File: config.mk
export PLATFORM = sky130hd
export DESIGN_NAME = round_robin_process_scheduler_core
export DESIGN_NICKNAME = d
export VERILOG_FILES = /design/src/sv/rrps_pkg.sv /design/src/sv/round_robin_process_scheduler_core.sv /design/src/sv/rrps_ctrl.sv /design/src/sv/rrps_dp.sv
export SDC_FILE = /design/constraint.sdc
export NUM_CORES = 1
export LEC_CHECK = 0
export BUFFER_PORTS_ARGS = -buffer_cell sky130_fd_sc_hd__buf_4
export CAP_MARGIN = 0
export CORE_AREA = 8 8 93 95
export CTS_BUF_LIST = sky130_fd_sc_hd__clkbuf_4
export CTS_CLUSTER_DIAMETER = 150
export DETAILED_ROUTE_END_ITERATION = 7
export DIE_AREA = 0 0 101 103
export PLACE_DENSITY_LB_ADDON = 0.25
export SETUP_SLACK_MARGIN = 0.3
export SLEW_MARGIN = 40
export SYNTH_ARGS = -nofsm -noshare
export SYNTH_HDL_FRONTEND = slang
export SYNTH_HIERARCHICAL = 1
export SYNTH_SLANG_ARGS = --single-unit
File: constraint.sdc
create_clock -name i_clk -period 3.6 [get_ports i_clk]
set_input_delay 0.72 -clock i_clk [delete_from_list [all_inputs] [get_ports i_clk]]
set_output_delay 0.72 -clock i_clk [all_outputs]
set_load 0.01 [all_outputs]
File: src/sv/rrps_pkg.sv
// Shared types and constants of the round-robin process scheduler.
// No dependencies; used by the controller, the datapath, the top level and the checker.
package rrps_pkg;

    localparam int TGT_W      = 4;
    localparam int STAT_W     = 3;
    localparam int SLOT_W     = 4;
    localparam int PID_W      = 5;
    localparam int IN_DATA_W  = 8;
    localparam int OUT_DATA_W = 16;

    typedef enum logic [1:0] {
        CMD_CREATE    = 2'd0,
        CMD_TERMINATE = 2'd1,
        CMD_SCHEDULE  = 2'd2,
        CMD_UNUSED    = 2'd3
    } t_cmd;

    typedef enum logic [2:0] {
        STAT_CREATED    = 3'd0,
        STAT_FULL       = 3'd1,
        STAT_TERMINATED = 3'd2,
        STAT_BAD_SLOT   = 3'd3,
        STAT_SCHEDULED  = 3'd4,
        STAT_NO_PROC    = 3'd5,
        STAT_NONE_READY = 3'd6
    } t_status;

    // Per-slot process state as stored in the slot table.
    typedef enum logic [1:0] {
        PS_READY      = 2'd0,
        PS_RUNNING    = 2'd1,
        PS_TERMINATED = 2'd2
    } t_pstate;

    typedef enum logic [1:0] {
        SRC_NONE,
        SRC_COUNT,
        SRC_TARGET,
        SRC_SCAN
    } t_slot_src;

    typedef enum logic [2:0] {
        ST_IDLE,
        ST_EXEC,
        ST_FILL,
        ST_SCAN,
        ST_DEMOTE,
        ST_RESP
    } t_state;

    // Controller to datapath.
    typedef struct packed {
        logic      latch_in;
        logic      create;
        logic      terminate;
        logic      scan_load;
        logic      scan_fill;
        logic      scan_step;
        logic      found;
        logic      demote;
        logic      set_res;
        t_status   res_code;
        t_slot_src res_src;
        logic      load_out;
    } t_dp_cmd;

    // Datapath to controller.
    typedef struct packed {
        t_cmd cmd;
        logic full;
        logic empty;
        logic target_ok;
        logic probe_ready;
        logic last_probe;
        logic demote_needed;
        logic out_free;
    } t_dp_stat;

endpackage

File: src/sv/round_robin_process_scheduler_core.sv
// Top level of the round-robin process scheduler.
// Depends on rrps_pkg, rrps_ctrl and rrps_dp.
//
// Usage:
//   Slave stream carries one command transaction: create a slot, terminate
//   a slot, or schedule the next ready slot. Master stream returns exactly
//   one result transaction per command (status, slot, pid).
//   Commands are handled one at a time; the slave side is ready only while
//   the sequencer is idle, which includes while an earlier result still
//   waits in the output register.
// Sequence (accept to result valid):
//   create, terminate, a bad command and an empty-table schedule pass
//   ST_EXEC and then ST_RESP. schedule passes ST_EXEC, ST_FILL, ST_SCAN
//   for k probed slots (k = 1..count), ST_DEMOTE when the previously
//   running slot is returned to ready, then ST_RESP. A full circle with no
//   ready slot probes count slots. The scan probes one slot per cycle
//   through the single read port of the slot table.
// Overlap: the slave side is ready again in the cycle after the result loads;
//   a new command is never taken before the previous result has loaded.
// Reset (synchronous, active low): count, scan position and running record
//   clear; the slot table is not cleared, it is filled by create commands.
// Stall: when the receiver holds tready low the result stays valid and
//   stable; the sequencer waits with the next result until the register frees.
module round_robin_process_scheduler_core #(
    parameter int SLOTS = 16
) (
    input  logic                            i_clk,
    input  logic                            i_rst_n,
    input  logic                            i_s_axis_tvalid,
    output logic                            o_s_axis_tready,
    // [1:0] cmd, [5:2] target_slot, [7:6] zero
    input  logic [rrps_pkg::IN_DATA_W-1:0]  i_s_axis_tdata,
    output logic                            o_m_axis_tvalid,
    input  logic                            i_m_axis_tready,
    // [2:0] status, [6:3] slot, [11:7] pid, [15:12] zero
    output logic [rrps_pkg::OUT_DATA_W-1:0] o_m_axis_tdata
);
    import rrps_pkg::*;

    t_dp_cmd  dp_cmd;
    t_dp_stat dp_stat;

    // sequencer: one command at a time, scan runs one probe per cycle
    rrps_ctrl u_ctrl (
        .i_clk      (i_clk),
        .i_rst_n    (i_rst_n),
        .i_in_valid (i_s_axis_tvalid),
        .o_in_ready (o_s_axis_tready),
        .o_cmd      (dp_cmd),
        .i_stat     (dp_stat)
    );

    // slot table, scheduler registers and output register
    rrps_dp #(
        .SLOTS (SLOTS)
    ) u_dp (
        .i_clk       (i_clk),
        .i_rst_n     (i_rst_n),
        .i_in_data   (i_s_axis_tdata),
        .i_out_ready (i_m_axis_tready),
        .o_out_valid (o_m_axis_tvalid),
        .o_out_data  (o_m_axis_tdata),
        .i_cmd       (dp_cmd),
        .o_stat      (dp_stat)
    );

endmodule

File: src/sv/rrps_ctrl.sv
// Sequencer of the round-robin process scheduler.
// Depends on rrps_pkg; drives the datapath through t_dp_cmd and reads t_dp_stat.
module rrps_ctrl (
    input  logic              i_clk,
    input  logic              i_rst_n,
    input  logic              i_in_valid,
    output logic              o_in_ready,
    output rrps_pkg::t_dp_cmd o_cmd,
    input  rrps_pkg::t_dp_stat i_stat
);
    import rrps_pkg::*;

    t_state r_state;
    t_state n_state;

    always_ff @(posedge i_clk) begin
        if (!i_rst_n) begin
            r_state <= ST_IDLE;
        end else begin
            r_state <= n_state;
        end
    end

    always_comb begin
        n_state          = r_state;
        o_in_ready       = 1'b0;
        o_cmd            = '0;
        o_cmd.res_code   = STAT_CREATED;
        o_cmd.res_src    = SRC_NONE;
        unique case (r_state)
            ST_IDLE: begin
                o_in_ready = 1'b1;
                if (i_in_valid) begin
                    o_cmd.latch_in = 1'b1;
                    n_state        = ST_EXEC;
                end
            end
            ST_EXEC: begin
                n_state = ST_RESP;
                unique case (i_stat.cmd)
                    CMD_CREATE: begin
                        o_cmd.set_res = 1'b1;
                        if (i_stat.full) begin
                            o_cmd.res_code = STAT_FULL;
                        end else begin
                            o_cmd.create   = 1'b1;
                            o_cmd.res_code = STAT_CREATED;
                            o_cmd.res_src  = SRC_COUNT;
                        end
                    end
                    CMD_TERMINATE: begin
                        o_cmd.set_res = 1'b1;
                        if (i_stat.target_ok) begin
                            o_cmd.terminate = 1'b1;
                            o_cmd.res_code  = STAT_TERMINATED;
                            o_cmd.res_src   = SRC_TARGET;
                        end else begin
                            o_cmd.res_code = STAT_BAD_SLOT;
                        end
                    end
                    CMD_SCHEDULE: begin
                        if (i_stat.empty) begin
                            o_cmd.set_res  = 1'b1;
                            o_cmd.res_code = STAT_NO_PROC;
                        end else begin
                            o_cmd.scan_load = 1'b1;
                            n_state         = ST_FILL;
                        end
                    end
                    default: begin
                        o_cmd.set_res  = 1'b1;
                        o_cmd.res_code = STAT_BAD_SLOT;
                    end
                endcase
            end
            ST_FILL: begin
                // prime the table read pipeline
                o_cmd.scan_fill = 1'b1;
                n_state         = ST_SCAN;
            end
            ST_SCAN: begin
                priority if (i_stat.probe_ready) begin
                    o_cmd.found    = 1'b1;
                    o_cmd.set_res  = 1'b1;
                    o_cmd.res_code = STAT_SCHEDULED;
                    o_cmd.res_src  = SRC_SCAN;
                    n_state        = i_stat.demote_needed ? ST_DEMOTE : ST_RESP;
                end else if (i_stat.last_probe) begin
                    o_cmd.set_res  = 1'b1;
                    o_cmd.res_code = STAT_NONE_READY;
                    n_state        = ST_RESP;
                end else begin
                    o_cmd.scan_step = 1'b1;
                end
            end
            ST_DEMOTE: begin
                o_cmd.demote = 1'b1;
                n_state      = ST_RESP;
            end
            ST_RESP: begin
                if (i_stat.out_free) begin
                    o_cmd.load_out = 1'b1;
                    n_state        = ST_IDLE;
                end
            end
            default: begin
                n_state = ST_IDLE;
            end
        endcase
    end

endmodule

File: src/sv/rrps_dp.sv
// Datapath of the round-robin process scheduler: slot table, counters,
// running-slot record, result and output registers. Depends on rrps_pkg.
module rrps_dp #(
    parameter int SLOTS = 16
) (
    input  logic                             i_clk,
    input  logic                             i_rst_n,
    input  logic [rrps_pkg::IN_DATA_W-1:0]   i_in_data,
    input  logic                             i_out_ready,
    output logic                             o_out_valid,
    output logic [rrps_pkg::OUT_DATA_W-1:0]  o_out_data,
    input  rrps_pkg::t_dp_cmd                i_cmd,
    output rrps_pkg::t_dp_stat               o_stat
);
    import rrps_pkg::*;

    localparam int IW   = $clog2(SLOTS);
    localparam int CW   = $clog2(SLOTS + 1);
    localparam int CMPW = (CW > TGT_W) ? CW : TGT_W;

    // slot table, no reset: entries below the count are always written first
    logic [1:0]        r_mem [SLOTS];
    logic [1:0]        r_rd_data;

    t_cmd              r_cmd;
    logic [TGT_W-1:0]  r_tgt;
    logic [CW-1:0]     r_count;
    logic [IW-1:0]     r_scan;
    logic              r_run_valid;
    logic              r_run_live;
    logic [IW-1:0]     r_run_slot;
    logic [IW-1:0]     r_old_slot;

    logic [IW-1:0]     r_pos;
    logic [IW-1:0]     r_cpos;
    logic [CW-1:0]     r_left;

    t_status           r_res_status;
    logic [IW-1:0]     r_res_slot;
    logic              r_res_has;

    logic              r_out_valid;
    logic [OUT_DATA_W-1:0] r_out_data;

    logic              wr_en;
    logic [IW-1:0]     wr_addr;
    logic [1:0]        wr_data;
    logic [IW-1:0]     tgt_idx;
    logic [IW-1:0]     pos_next;
    logic [IW-1:0]     scan_start;
    logic [IW-1:0]     res_slot_sel;
    logic [SLOT_W-1:0] out_slot;
    logic [PID_W-1:0]  out_pid;

    assign tgt_idx    = IW'(r_tgt);
    assign pos_next   = ((CW'(r_pos) + CW'(1)) >= r_count) ? '0 : r_pos + IW'(1);
    assign scan_start = (CW'(r_scan) >= r_count) ? '0 : r_scan;

    // table write port
    always_comb begin
        wr_en   = 1'b0;
        wr_addr = '0;
        wr_data = PS_READY;
        priority if (i_cmd.create) begin
            wr_en   = 1'b1;
            wr_addr = IW'(r_count);
            wr_data = PS_READY;
        end else if (i_cmd.terminate) begin
            wr_en   = 1'b1;
            wr_addr = tgt_idx;
            wr_data = PS_TERMINATED;
        end else if (i_cmd.found) begin
            wr_en   = 1'b1;
            wr_addr = r_cpos;
            wr_data = PS_RUNNING;
        end else if (i_cmd.demote) begin
            wr_en   = 1'b1;
            wr_addr = r_old_slot;
            wr_data = PS_READY;
        end
    end

    always_ff @(posedge i_clk) begin
        if (wr_en) begin
            r_mem[wr_addr] <= wr_data;
        end
        r_rd_data <= r_mem[r_pos];
    end

    // input capture and scan walker
    always_ff @(posedge i_clk) begin
        if (i_cmd.latch_in) begin
            r_cmd <= t_cmd'(i_in_data[1:0]);
            r_tgt <= i_in_data[TGT_W+1:2];
        end
        if (i_cmd.scan_load) begin
            r_pos  <= scan_start;
            r_left <= r_count;
        end else if (i_cmd.scan_fill || i_cmd.scan_step) begin
            r_cpos <= r_pos;
            r_pos  <= pos_next;
            if (i_cmd.scan_step) begin
                r_left <= r_left - CW'(1);
            end
        end
    end

    // scheduler state
    always_ff @(posedge i_clk) begin
        if (!i_rst_n) begin
            r_count     <= '0;
            r_scan      <= '0;
            r_run_valid <= 1'b0;
            r_run_live  <= 1'b0;
            r_run_slot  <= '0;
        end else begin
            if (i_cmd.create) begin
                r_count <= r_count + CW'(1);
            end
            if (i_cmd.terminate && (tgt_idx == r_run_slot)) begin
                r_run_live <= 1'b0;
            end
            if (i_cmd.found) begin
                r_run_slot  <= r_cpos;
                r_run_valid <= 1'b1;
                r_run_live  <= 1'b1;
                r_scan      <= r_cpos;
            end
        end
    end

    always_ff @(posedge i_clk) begin
        if (i_cmd.found) begin
            r_old_slot <= r_run_slot;
        end
    end

    // result capture
    always_comb begin
        unique case (i_cmd.res_src)
            SRC_COUNT:  res_slot_sel = IW'(r_count);
            SRC_TARGET: res_slot_sel = tgt_idx;
            SRC_SCAN:   res_slot_sel = r_cpos;
            default:    res_slot_sel = '0;
        endcase
    end

    always_ff @(posedge i_clk) begin
        if (i_cmd.set_res) begin
            r_res_status <= i_cmd.res_code;
            r_res_slot   <= res_slot_sel;
            r_res_has    <= (i_cmd.res_src != SRC_NONE);
        end
    end

    assign out_slot = SLOT_W'(r_res_slot);
    assign out_pid  = r_res_has ? (PID_W'(r_res_slot) + PID_W'(1)) : '0;

    // output register
    always_ff @(posedge i_clk) begin
        if (!i_rst_n) begin
            r_out_valid <= 1'b0;
        end else if (i_cmd.load_out) begin
            r_out_valid <= 1'b1;
        end else if (i_out_ready) begin
            r_out_valid <= 1'b0;
        end
    end

    always_ff @(posedge i_clk) begin
        if (i_cmd.load_out) begin
            r_out_data <= {(OUT_DATA_W - STAT_W - SLOT_W - PID_W)'(0),
                           out_pid, out_slot, r_res_status};
        end
    end

    assign o_out_valid = r_out_valid;
    assign o_out_data  = r_out_data;

    always_comb begin
        o_stat               = '0;
        o_stat.cmd           = r_cmd;
        o_stat.full          = (r_count == CW'(SLOTS));
        o_stat.empty         = (r_count == '0);
        o_stat.target_ok     = (CMPW'(r_tgt) < CMPW'(r_count));
        o_stat.probe_ready   = (r_rd_data == PS_READY);
        o_stat.last_probe    = (r_left == CW'(1));
        o_stat.demote_needed = r_run_valid && r_run_live;
        o_stat.out_free      = !r_out_valid || i_out_ready;
    end

endmodule

# After elaboration in Yosys (flattened, before gate mapping)
# Memory sizes are Yosys's and may differ from the RTL's. A register that Yosys moved wholly into a read port is not among the register bits.
# Cells that the tools add are included.
dict set report classes {
  bitwise_logic 1
  n_reduce_logical 17
  muxes 62
  eq_ne 16
  add_sub_neg 5
  order_cmp 3
}
# operator n
set op_table {}
lappend op_table {{$mux W4} 11}
lappend op_table {{$mux W1} 31}
lappend op_table {{$pmux W4 S3} 2}
lappend op_table {{$mux W3} 7}
lappend op_table {{$pmux W3 S6} 1}
lappend op_table {{$mux W5} 3}
lappend op_table {{$pmux W6 S2} 1}
lappend op_table {{$add A4 B1 Y5 const B} 2}
lappend op_table {{$mux W2} 5}
lappend op_table {{$reduce_bool A2 Y1} 5}
lappend op_table {{$eq A2 B2 Y1 const B} 3}
lappend op_table {{$eq A3 B2 Y1 const B} 2}
lappend op_table {{$eq A3 B3 Y1 const B} 2}
lappend op_table {{$add A5 B1 Y5 const B} 1}
lappend op_table {{$eq A5 B1 Y1 const B} 1}
lappend op_table {{$eq A5 B5 Y1 const B} 1}
lappend op_table {{$ge A4 B5 Y1} 1}
lappend op_table {{$ge A5 B5 Y1} 1}
lappend op_table {{$logic_not A5 Y1} 1}
lappend op_table {{$lt A4 B5 Y1} 1}
lappend op_table {{$sub A5 B1 Y5 const B} 1}
lappend op_table {{$add A4 B1 Y4 const B} 1}
lappend op_table {{$eq A2 B1 Y1 const B} 2}
lappend op_table {{$eq A4 B4 Y1} 1}
lappend op_table {{other kinds (12)} 17}
dict set report word_totals {
  n_memories 1
  ramBits 32
  out_inout_bits 18
  register_bits 58
  word_cells 122
}
# name depth word_bits rd rd_clocked_by_memory_dff write_ports line_no
set memory_table {}
lappend memory_table {u_dp.r_mem 16 2 1 1 1 rrps_dp.sv:22} ;# logic [1:0] r_mem [SLOTS];

# Longest topological paths before layout
dict set report depth {
  depth_word 9
  depth_mapped 11
  ltp_nobuf 10
}

# Hierarchy
# Netlist, hierarchy kept.
# mod cells_per_inst instances area_each_um2
set modules_own_cells {}
lappend modules_own_cells {rrps_dp 306 1 4085.2}
lappend modules_own_cells {rrps_ctrl 55 1 356.6}

# Worst setup path after synthesis
# Ideal clock, no wire load.
dict set report synth_timing {
  kind {reg-to-reg}
  from {reg u_dp.r_count[2]}
  to {mem u_dp.r_mem[7][0] (enable)}
  path_slack_ns 0.872
  required_time_ns 3.291
  synth_period_minus_slack_ns 2.728
  stages_incl_launch_ff 11
  t_arrival_ns 2.419
  setup_time_ns 0.309
  path_buffers 1
  cell_sequence {dfxtp_1 clkbuf_1 inv_1 ha_1 a211o_1 o211ai_1 and4_1 nor2_1 a311o_1 or2_1 nor2_1}
}
# element line_no
set synth_rtl {}
lappend synth_rtl {{from (decl)} rrps_dp.sv:27} ;# logic [CW-1:0] r_count;
lappend synth_rtl {{from (signal assigned)} rrps_dp.sv:118} ;# r_count <= r_count + CW'(1);
lappend synth_rtl {{to (decl)} rrps_dp.sv:22}

==> run metrics <==
Worst-path clk slew ~140 ps; All-Layer GR Usage 18.2%; vias in the first global route 2840; Slew headroom between 40 and 50%; Arr. time, crit path ~3300 ps; vias per inst slightly below 6; Avg Inst Size Synth 12.3 sq um; Synth Register Bits 92; Syn Inst Count between 300 and 400; Initial Utilization around 62%; Synth Flop Type edfxtp_1; initial antenna violation count 0; top cell type's share of synthesized area ~51%; Max Fclk between 300 and 400 MHz; fin. max-slew vios 0; crit path time final around 3100 ps; nets about 420; maximum VDD drop around 0.3 mV; setup_tns 0 ps; ranking of synthesized cells by area edfxtp_1, dfxtp_1, ha_1; die area 10400 sq um; Total Wirelength slightly below 9000 um; CP Class reg -> reg; layout cells sized above 1 around 15%; first-pass GRT wire length ~14000 um; # setup viols final 0; Ports 30; Final Util between 60% and 70%; period utilisation layout 87.5%; Startpoint Class register; R2R Setup Slk roughly 450 ps; clock skew 13.2 ps; CP required ~3800 ps; Synth top cells by count edfxtp_1, nor2_1, nand2_1; Worst R2R End u_dp/r_mem[7][0]; die width roughly 100 um; routability cong. slightly above 0.9; clock sink count 92; ys async rst share 0%; Max Fanout on Critical Path 9; Fill cells ~550; number of port buffers 23; status finished, final reports clean; area grow syn2layout 9.21%; CTS Buffer Depth 2; htree depth 3; r2r worst-path depth 10; clock latency on the worst-skew pair between 400 and 500 ps; top cell type by total area after synthesis edfxtp_1; total iterations of the first detailed-routing run 5; register area share after synthesis around three fifths; routed length per instance roughly 18 um; grt ovf 0; Unique masters post-synth between 50 and 60; largest net degree at the start of global routing 22; # diodes 0; Power Density between 400 and 500 nW/um^2; Hold Path Class reg -> reg; die height between 100 and 150 um; drt first-iter violations approximately 250; DRC 0; CTS buffer count 9; Hold Slack 436 ps; Post-synth EDFFs 75; crit end category register; leakage between 1.5 and 2 nW; RSZ-0062 raised after global routing false; Max Cap Viol 0; detailed placement HPWL around 6400 um; mapped cell area around 4400 sq um; measured slew at the worst slew-check pin ~770 ps; Placement Rows 31; Vias about 2900; Routed Antenna Nets 0; Core ar. around 7100 sq um; CTS tree yes; Hold Fails Final Rpt 0; cell with the most instances after synthesis edfxtp_1; Worst setup endpoint u_dp/r_mem[7][0]; Ys Warns 6; root buf cell clkbuf_4; crit path from u_dp/r_count[1]; worst r2r src u_dp/r_count[1]; Pwr Total around 2.3 mW
## per-layer routing
metal	GRT usage, %	part of all wire [%]
met1	23.1	45
met2	29.9	47
met3	4.25	6.3
met4	6.53	1.7
met5	0	0
## cell families after synthesis
kind of cell             count (synthesis)  synth area share, %
multiplexers                            17                 6.08
XOR/XNOR                                14                 2.76
AND/OR/NAND/NOR                        121                 14.4
AO/OA/AOI/OAI                           63                 9.66
adder cells (fa/ha/maj)                 18                 5.07
other                                    1               0.0844
flip-flops                              92                 58.4
buffers and inverters                   35                 3.55
## critical path, stage by stage, from the launching register on
cell      delay, ps
dfxtp_1         420
inv_1           180
ha_1            310
a21o_1          160
a211o_1         290
o211ai_1        130
and4_2          370
nor2_1          120
a311o_1         360
or2_1           320
nor2_1          200
## state kept, by name, summed over array words and instances (netlist names), 2 cells and up
name and flops:
u_dp/r_left 5, u_dp/r_mem 32, u_dp/r_cmd 2, u_dp/o_out_data 12, u_dp/r_res_status 3, u_dp/r_old_slot 4, u_dp/r_run_slot 4, u_dp/r_tgt 4
u_dp/r_rd_data 2, u_dp/r_cpos 4, u_dp/r_pos 4, u_dp/r_count 5, u_ctrl/r_state 3, u_dp/out_slot 4
## per-stage QoR
step	setup WS [ps]	instance area, sq um	std cells
after floorplan	872	4450	364
after global placement	531	4700	475
after detailed placement	450	4710	475
after CTS	445	4850	491
after global routing	321	4850	491
final	450	4850	491
## cells in the final DEF, fill, tap and decap left out, types with 3 or more instances in the layout
cell type and instances:
nand2_1 22, nor2_1 30, nand3_1 5, conb_1 4, o22ai_1 3, and2_1 11
a22o_1 4, a211oi_1 4, nor2b_1 14, xnor2_1 10, ha_1 18, a21oi_1 10
xor2_1 4, mux2i_1 9, o21ai_0 14, a21o_1 3, nor3b_1 4, a32oi_1 3
and3_1 4, inv_1 18, nand2b_1 7, clkbuf_4 9, nor3_1 6, a31oi_1 4
o211ai_1 4, dfxtp_1 17, mux4_2 8, buf_4 29, edfxtp_1 75, nand3b_1 5
## report_power, final
part	switching, mW	internal [mW]	total [mW]	leakage (nW)
logic	0.234	0.179	0.412	0.783
clock network	0.340	0.214	0.554	0.0702
registers	0.0811	1.26	1.34	0.827
## final cells by class
class / instances / area [sq um] / area share (%)
Sequential cell: 92 / 2590 / 53.4
Multi-Input combinational cell: 237 / 1710 / 35.2
Timing Repair Buffer: 29 / 218 / 4.49
Tap cell: 99 / 124 / 2.55
Clock inverter: 7 / 75.1 / 1.55
Clock buffer: 9 / 67.6 / 1.39
Inverter: 18 / 67.6 / 1.39
## worst min path at each step
stage                              start            endpoint  slack, ps  cells past startpoint
floorplan           u_dp/r_res_status[0]  u_dp/o_out_data[0]        400                      0
global placement    u_dp/r_res_status[0]  u_dp/o_out_data[0]        400                      0
detailed placement  u_dp/r_res_status[0]  u_dp/o_out_data[0]        410                      0
CTS                    i_s_axis_tdata[0]       u_dp/r_cmd[0]        430                      1
global route           i_s_axis_tdata[3]       u_dp/r_tgt[1]        410                      1
finish              u_dp/r_res_status[0]  u_dp/o_out_data[0]        440                      0
## timing repair
action,4_1_cts,5_1_grt
hold buffers,0,0
buffers inserted,0,0
endpoints found under the setup margin,0,13
hold endpoints to repair,0,0
resized for setup,0,1
(Power assumes the default switching activity.)
